==> config.mk <==
export PLATFORM = sky130hd
export DESIGN_NAME = ivc_ram
export DESIGN_NICKNAME = d
export VERILOG_FILES = /design/src/rtl/ivc_ram.sv
export SDC_FILE = /design/constraint.sdc
export NUM_CORES = 2
export LEC_CHECK = 0
export BUFFER_PORTS_ARGS = -buffer_cell sky130_fd_sc_hd__buf_2
export CAP_MARGIN = 25
export CORE_UTILIZATION = 42
export CTS_BUF_LIST = sky130_fd_sc_hd__clkbuf_16
export DETAILED_ROUTE_END_ITERATION = 16
export GPL_TIMING_DRIVEN = 0
export HOLD_SLACK_MARGIN = 0.08
export PLACE_DENSITY = 0.55
export SLEW_MARGIN = 20
export SYNTH_ARGS = -nofsm -noshare
export SYNTH_HDL_FRONTEND = slang
export SYNTH_SLANG_ARGS = --single-unit
export TNS_END_PERCENT = 50
==> constraint.sdc <==
create_clock -name clk_i -period 13.55 [get_ports clk_i]
set_clock_uncertainty 0.1 [all_clocks]
set_input_delay 2.71 -clock clk_i [delete_from_list [all_inputs] [get_ports clk_i]]
set_output_delay 2.71 -clock clk_i [all_outputs]
set_load 0.005 [all_outputs]
==> src/rtl/ivc_ram.sv <==
module ivc_ram #(
  parameter int Width = 64,
  parameter int Depth = 64,
  localparam int AddrW = $clog2(Depth)
) (
  input  logic             clk_i,
  input  logic             we_i,
  input  logic [AddrW-1:0] waddr_i,
  input  logic [Width-1:0] wdata_i,
  input  logic [AddrW-1:0] raddr_i,
  output logic [Width-1:0] rdata_o
);

  logic [Width-1:0] mem_q [Depth];
  logic [Width-1:0] rdata_q;

  // Write port and registered read port
  always_ff @(posedge clk_i) begin
    if (we_i) begin
      mem_q[waddr_i] <= wdata_i;
    end
    rdata_q <= mem_q[raddr_i];
  end

  assign rdata_o = rdata_q;

endmodule

==> run metrics <==
PortBufs 133; Syn. warnings 0; Fin. Hold Viols 0; Cell Int Power between 20 and 25 mW; clock sinks 4160; Worst-path clk slew 0.06 ns; GRT overflow 0; Pwr Density 149 nW/um^2; cts repair resizes 0; Net Sw Frac a little over a fifth; type of origin of the critical path input pin; part of the cycle the worst path needs 47.5%; clock tree buffer depth 4; RR Startpoint mem_q[55][43]; Remaining DRCs 0; Layout area overhead 17.4%; leakage power between 50 and 60 nW; Critical Path Sink rdata_o[7]; largest net degree at the start of global routing 65; TritonCTS Buffers around 420; vias per cell 5.92; Final nets ~7500; CP Class in2reg; Pins Over Slew Limit 0; DR vias approximately 76000; crit end category flop; VDD IR-drop max between 0.0001 and 0.00015 V; Slew HR 19.4%; R2R Setup Slk 10.57 ns; antenna violations before repair 43; EDFF count, synth 4096; post-detail-place hpwl between 300 and 400 mm; CP startpoint raddr_i[2]; Mapped Area 156000 um^2; die width 612 um; most crowded layer after global routing met2; status complete, no violations; post-synthesis sequential area ratio between 70% and 80%; Seq cells post-synth 4160; Mapped Cells 6598; Starting Density 42.3%; Worst-Margin Slew between 1 and 1.5 ns; Total GRT Usage a little under a quarter; total wire length approximately 440 mm; vias in the first global route 76100; Die ar. roughly 370000 um^2; non-filler cells, final ~13000; FFs w/ async S/R, synth 0%; GP Congestion between 0.8 and 0.9; I/O Pins 142; # setup viols final 0; pre-CTS WS 6.34 ns; Synth cell types 33; Comb power frac under 10%; Die Ht around 610 um; number of max-cap violations 0; CP Max Fanout 11; Mapped Nets 6676; CTS tree yes; H-tree levels 5; Hold WC Path Type reg2reg; Clk pwr share a little over two fifths; number of setup buffers added after CTS 0; num rows ~220; grt met3 use under 10%; R2R cell count 5; first-pass GRT wire length about 610 mm; Tmin final 6.43 ns; share of layout cells above drive strength 1 30.5%; main flop type after synthesis edfxtp_1; hold buffers post-CTS 0; Flop pwr share a little over half; unrepaired setup endpoints after global routing no; worst reg2reg endpoint rdata_o[43]; CP arrival ~7 ns; CP required 14.19 ns; met2 GRT Util between 30 and 40%; Cells after DPL 12000; syn avg cell area around 24 um^2; net switching power ~5.9 mW; DR WL/cell ~35 um; Peak Freq around 160 MHz; clk_lat worst skew a little under 1 ns; Root Buffer clkbuf_16; met1 usage 32.8%; drt pass-1 iters 6; core area ~370000 um^2; Antenna Nets Post-Route 0; initial DRC count ~9500; Setup TNS Final 0 ns; Worst Setup Slack, final between 7 and 8 ns
[power by group through the flow]
| stage | registers [mW] | logic [mW] | clock network (mW) |
|---|---|---|---|
| finish | 14.3 | 1.44 | 11.6 |
| global route | 14.3 | 1.50 | 12.3 |
| global placement | 14.6 | 1.36 | 0 |
| floorplan | 14.5 | 0.664 | 0 |
| CTS | 14.3 | 1.44 | 11.8 |
| detailed placement | 14.5 | 1.44 | 0 |
[critical path, stage by stage]
cell,delay (ns)
buf_2,0.20
buf_4,0.32
buf_2,0.57
buf_2,0.73
buf_4,0.38
mux2i_1,0.12
o22ai_1,0.64
a31oi_1,0.30
a211oi_1,1.02
[flip-flops by register name, indices dropped and copies added, names as in the netlist]
signal / count
mem_q: 4096
rdata_o: 64
[through the flow]
| stage | hold WS, ns | area, um^2 | utilization, % | total power, mW |
|---|---|---|---|---|
| 2_1_floorplan | 0.688 | 156000 | - | 15.2 |
| 5_1_grt | 0.857 | 184000 | 49.6 | 28.0 |
| 4_1_cts | 0.853 | 183000 | 49.6 | 27.5 |
| 3_5_place_dp | 0.827 | 170000 | 45.9 | 16.0 |
| 6_report | 0.821 | 184000 | 49.7 | 27.3 |
| 3_3_place_gp | 0.826 | 163000 | 44.1 | 15.9 |
[layer usage]
layer | share of wire (%) | vias up
met5 | 0.0090 | -
met4 | 2.7 | 6
met3 | 7.8 | 563
met2 | 49 | 3331
met1 | 40 | 41400
li1 | - | 30300
[cell type report]
type	instances	area, um^2
antenna	21	52.6
buffer	370	1780
clock buffer	429	10700
clock inverter	347	3060
fill	29100	186000
inverter	19	71.3
multi-input combinational	2049	30800
sequential	4160	124000
tap	4950	6190
timing repair buffer	424	6600
[cells by family after synthesis]
family | synth area share [%]
AOI/OAI and AO/OA | 2.48
buffers and inverters | 1.18
DFF | 79.5
muxes | 15.6
and+or+nand+nor | 1.24
[Yosys cell counts (all sizes together), types with 2 or more instances]
cell type  instances  area share, %
nor2             112           0.27
nor3               2         0.0064
a2bb2oi           19           0.11
inv               19          0.046
nand3b             2         0.0096
o22ai             83           0.33
nand2b            11          0.044
nor2b             28           0.11
mux4            1024             15
a22o              88           0.49
nand3             45           0.14
nand2             58           0.14
buf              230           0.80
and2               3          0.012
or3               29           0.12
a41oi             26           0.15
o221ai            38           0.21
clkbuf           140           0.34
a22oi            168           0.81
a31oi             18          0.072
or2               28           0.11
dfxtp             64           0.82
nand4              2         0.0080
mux2i            135           0.86
a211oi            63           0.30
edfxtp          4096             79
and3              64           0.26
[worst min-delay path by stage]
| stage | startpoint | slack, ns | cells past startpoint | endpoint |
|---|---|---|---|---|
| floorplan | mem_q[30][61] | 0.69 | 4 | rdata_o[61] |
| global placement | mem_q[38][34] | 0.83 | 4 | rdata_o[34] |
| detailed placement | mem_q[38][34] | 0.83 | 4 | rdata_o[34] |
| CTS | mem_q[36][18] | 0.85 | 4 | rdata_o[18] |
| global route | mem_q[52][32] | 0.86 | 4 | rdata_o[32] |
| finish | mem_q[52][32] | 0.82 | 4 | rdata_o[32] |
[layout by cell type (no fill, tap or decap), drive strengths merged, types with 11 or more instances in the layout]
master,n
a211oi,63
a22o,88
a22oi,168
a2bb2oi,19
a31oi,18
a41oi,26
and3,64
buf,654
bufinv,52
clkbuf,569
clkinv,186
clkinvlp,22
dfxtp,64
diode,21
edfxtp,4096
inv,106
mux2i,135
mux4,1024
nand2,58
nand2b,11
nand3,45
nor2,112
nor2b,28
o221ai,38
o22ai,83
or2,28
or3,29
No activity file was read; power rests on OpenSTA's default activity.
