[src/rtl/ivc_pkg.sv]
package ivc_pkg;

  localparam int MaxVertices = 64;
  localparam int VidW        = 6;
  localparam int CntW        = 7;
  localparam int RowW        = 64;
  localparam int HistW       = 64;
  localparam int HistDepth   = MaxVertices + 1;

  localparam logic [1:0] CmdLoad  = 2'd0;
  localparam logic [1:0] CmdStart = 2'd1;
  localparam logic [1:0] CmdAdd   = 2'd2;
  localparam logic [1:0] CmdRead  = 2'd3;

  localparam logic [1:0] StOk      = 2'd0;
  localparam logic [1:0] StBadVert = 2'd1;
  localparam logic [1:0] StDup     = 2'd2;
  localparam logic [1:0] StBadBin  = 2'd3;

  // Token that travels down the cell chain
  typedef struct packed {
    logic                   valid;
    logic [MaxVertices-1:0] mask;
    logic [CntW-1:0]        cnt;
  } chain_link_t;

  // Broadcast relabel command to all cells
  typedef struct packed {
    logic                   en;
    logic [MaxVertices-1:0] merge;
    logic [VidW-1:0]        label;
  } relabel_t;

endpackage

[src/rtl/ivc_cell.sv]
module ivc_cell
  import ivc_pkg::*;
(
  input  logic            clk_i,
  input  logic            rst_ni,
  input  logic [VidW-1:0] cell_id_i,
  input  logic            nb_i,
  input  logic            present_i,
  input  chain_link_t     link_i,
  input  relabel_t        relabel_i,
  output chain_link_t     link_o
);

  logic [VidW-1:0]        label_q, label_d;
  chain_link_t            link_d;
  logic                   valid_q;
  logic [MaxVertices-1:0] mask_q;
  logic [CntW-1:0]        cnt_q;
  logic                   hit;

  // Collect this vertex's component into the token
  always_comb begin
    hit    = nb_i && !link_i.mask[label_q];
    link_d = link_i;
    if (nb_i) begin
      link_d.mask[label_q] = 1'b1;
    end
    if (hit) begin
      link_d.cnt = link_i.cnt + CntW'(1);
    end
  end

  // Relabel merged components and the new vertex
  always_comb begin
    label_d = label_q;
    if (relabel_i.en) begin
      if (cell_id_i == relabel_i.label) begin
        label_d = relabel_i.label;
      end else if (present_i && relabel_i.merge[label_q]) begin
        label_d = relabel_i.label;
      end
    end
  end

  always_ff @(posedge clk_i or negedge rst_ni) begin
    if (!rst_ni) begin
      valid_q <= 1'b0;
    end else begin
      valid_q <= link_d.valid;
    end
  end

  always_ff @(posedge clk_i) begin
    mask_q  <= link_d.mask;
    cnt_q   <= link_d.cnt;
    label_q <= label_d;
  end

  assign link_o = '{valid: valid_q, mask: mask_q, cnt: cnt_q};

endmodule

[config.mk]
export PLATFORM = sky130hd
export DESIGN_NAME = ivc_cell
export DESIGN_NICKNAME = d
export VERILOG_FILES = /design/src/rtl/ivc_pkg.sv /design/src/rtl/ivc_cell.sv
export SDC_FILE = /design/constraint.sdc
export NUM_CORES = 1
export LEC_CHECK = 0
export BUFFER_PORTS_ARGS = -buffer_cell sky130_fd_sc_hd__buf_2
export CAP_MARGIN = 20
export CELL_PAD_IN_SITES_DETAIL_PLACEMENT = 1
export CELL_PAD_IN_SITES_GLOBAL_PLACEMENT = 2
export CORE_MARGIN = 3
export CORE_UTILIZATION = 22
export DETAILED_ROUTE_END_ITERATION = 16
export MAX_ROUTING_LAYER = met4
export PLACE_DENSITY_LB_ADDON = 0.1
export SKIP_CTS_REPAIR_TIMING = 1
export SLEW_MARGIN = 15
export SYNTH_ARGS = -nofsm -noshare
export SYNTH_HDL_FRONTEND = slang
export SYNTH_SLANG_ARGS = --single-unit
[constraint.sdc]
create_clock -name clk_i -period 2.7 [get_ports clk_i]
set_clock_uncertainty 0.2 [all_clocks]
set_input_delay 0.54 -clock clk_i [delete_from_list [all_inputs] [get_ports clk_i]]
set_output_delay 0.54 -clock clk_i [all_outputs]
set_load 0.05 [all_outputs]
==> impl_metrics.py <==
metrics = {
    "cts": {
        "cts_tree": "done",
        "htreeDepth": 3,
        "root_buffer": "clkbuf_16",
        "clk_latency_ns": 0.34,
        "cts.clk_slew.worst_paths_ns": 0.06,
        "cts_buffer_depth": 2,
        "clock_sinks": 78,
        "cts_inserted_buffers": 9,
    },
    "power": {
        "irDropWorstVdd_mv": 0.274,
        "p_clk_frac": 0.363,
        "power.density_mw_per_mm2": 549,
        "pwr-share-seq": 0.410,
        "internal-power_uw": 2110,
        "p_sw_uw": 960,
        "combPwrFrac": 0.227,
        "switching_share": 0.313,
        "p_leak_uw": 0.00268,
        "total_power_uw": 3070,
    },
    "die": {
        "dieWidth_um": 136,
        "die_area_mm2": 0.0186,
        "rows": 46,
        "coreArea_mm2": 0.0162,
        "die_h_um": 136,
        "ios": 225,
        "initial_utilization": 0.230,
    },
    "timing": {
        "drv_slew": 0,
        "fin_crit_ns": 2.57,
        "final-hold-violation-count": 0,
        "hold_slack_ns": 0.103,
        "final-setup-viol-count": 0,
        "tns_ns": 0,
        "max_freq_mhz": 389,
        "rsz0062_at_grt": "false",
        "relSlewSlack": 0.616,
        "fin_ws_ns": 0.127,
        "worstMarginPinSlew_ns": 0.574,
        "min_period_over_period": 0.953,
    },
    "place": {
        "dp_hpwl_um": 13800,
        "portBuffers": 224,
        "place.gp.congestion": 0.819,
        "post-place-ws_ns": 0.0347,
    },
    "hold_path": {
        "hold_path.class": "input pin to flop",
    },
    "layout": {
        "syn2layout_area_growth_pct": 49.7,
        "seqCellArea_mm2": 0.00163,
        "fillers": 1948,
        "final_nets": 758,
        "drive_gt1_frac": 0.504,
        "multi_input_area_mm2": 0.00196,
    },
    "setup_path": {
        "worstPathArrival_ns": 2.64,
        "start_kind": "flop",
        "crit_required_ns": 2.77,
        "path_max_fanout": 21,
        "path_class": "flop to flop",
        "cp-end-kind": "flop",
    },
    "grt": {
        "antenna_found_initial": 1,
        "grt_max_degree": 23,
        "first_global_vias": 4300,
        "grt_remaining_overflow": 0,
        "grt_pass1_wl_um": 24600,
        "grt.total_usage": 0.184,
    },
    "synthesis": {
        "synth_edf_count": 6,
        "synth_area_mm2": 0.00373,
        "ys_warn_count": 0,
        "synth_ff_type": "dfxtp_1",
        "seq_area_frac_synth": 0.436,
        "yosysUniqueCellTypes": 56,
        "async_reset_ff_frac": 0.0128,
        "synth_cells": 358,
        "yosys_register_bits": 78,
        "syn_area_per_cell_um2": 10.4,
        "synth.net_count": 512,
    },
    "routing": {
        "drt-pass1-iter-count": 5,
        "drc": 0,
        "drt_iter0_drc": 148,
        "final_antenna_net_count": 0,
        "routed_via_density": 4.71,
        "wire_per_inst_um": 20.3,
        "drt_wl_total_um": 16700,
        "num_vias": 3889,
    },
    "outcome": {
        "status": "complete, no violations",
    },
    "flow_run": {
        "maxCapViolCount": 0,
    },
}
[metal layers]
metal,share of wire,up-vias,track usage,wire length (um)
met5,0,-,-,0
met4,0.013,0,0.0493,223
met3,0.079,17,0.0526,1310
li1,-,1838,-,-
met2,0.46,187,0.293,7750
met1,0.45,1847,0.230,7450
[power by group through the flow]
stage / Sequential (uW) / Clock, uW / Combinational [uW]
after CTS: 1260 / 1160 / 700
after detailed placement: 1280 / 0 / 697
final: 1260 / 1110 / 697
after global routing: 1260 / 1210 / 745
after global placement: 1280 / 0 / 696
after floorplan: 1500 / 0 / 198
[critical path, stage by stage (launching register included)]
cell,delay (ns)
edfxtp_1,0.43
buf_12,0.19
nor2b_2,0.22
a221oi_2,0.29
a311oi_1,0.08
nor3_1,0.48
nand4_4,0.25
nor3_2,0.22
xor2_1,0.15
[synth_stat cells, types with 7 or more instances]
library cell   n  area share
a21o_1        35       0.070
a21oi_1       14       0.019
a221oi_1      10       0.023
buf_2          9       0.012
clkbuf_1       9      0.0091
dfxtp_1       71        0.38
mux2_2        10       0.030
mux2i_1       10       0.027
mux4_2        10       0.060
nand2_1       18       0.018
nand3_1       16       0.021
nor2_1        16       0.016
o21ai_0        7      0.0094
o21bai_1      27       0.054
[metrics by stage]
stage,utilization,cells,instance area (um^2)
finish,0.344,826,5580
floorplan,-,358,3730
detailed placement,0.325,806,5270
CTS,0.341,822,5540
global placement,0.325,806,5270
global route,0.344,826,5580
[cells in the final DEF, fill, tap and decap left out, types with 7 or more instances in the layout]
cell and n:
clkbuf_16 9, a21oi_1 14, a221oi_1 8, mux4_2 10, o21bai_1 27, a21o_1 35
o21ai_0 7, buf_4 31, nand3_1 16, mux2_2 10, nand2_1 18, dfxtp_1 71
nor2_1 16, buf_2 224, mux2i_1 10
[cells by family (layout without fill, tap and decap cells)]
logic type,after synthesis,in the layout,synth area share
flops,78,78,0.436
compound gates,116,116,0.231
fa+ha+maj,1,1,0.00335
other cells,0,1,0
buf+inv,30,281,0.0413
simple gates,89,89,0.128
mux,32,32,0.132
xor+xnor,12,12,0.0282
[registers in the layout (all words and copies together) (netlist names)]
register  flops
mask_q       64
cnt_q         7
label_q       6
valid_q       1
[path summary, 6_finish.rpt]
kind	startpoint	endpoint	slack [ns]	depth (start not counted)
max reg2reg	label_q[0]	cnt_q[6]	0.13	8
max	label_q[0]	cnt_q[6]	0.13	8
min	link_i[71]	valid_q	0.10	1
min reg2reg	label_q[1]	mask_q[34]	0.68	3
min in group asynchronous	rst_ni	valid_q	0.31	2
max in group asynchronous	rst_ni	valid_q	1.91	2
[layout make-up]
class,instances,share of cell area
clock inverter,6,0.00650
clock buffer,10,0.0410
sequential,78,0.291
inverter,5,0.00336
timing repair buffer,260,0.257
multi-input combinational,250,0.352
antenna,1,0.000448
tap,216,0.0484
No activity file was read; power rests on OpenSTA's default activity.
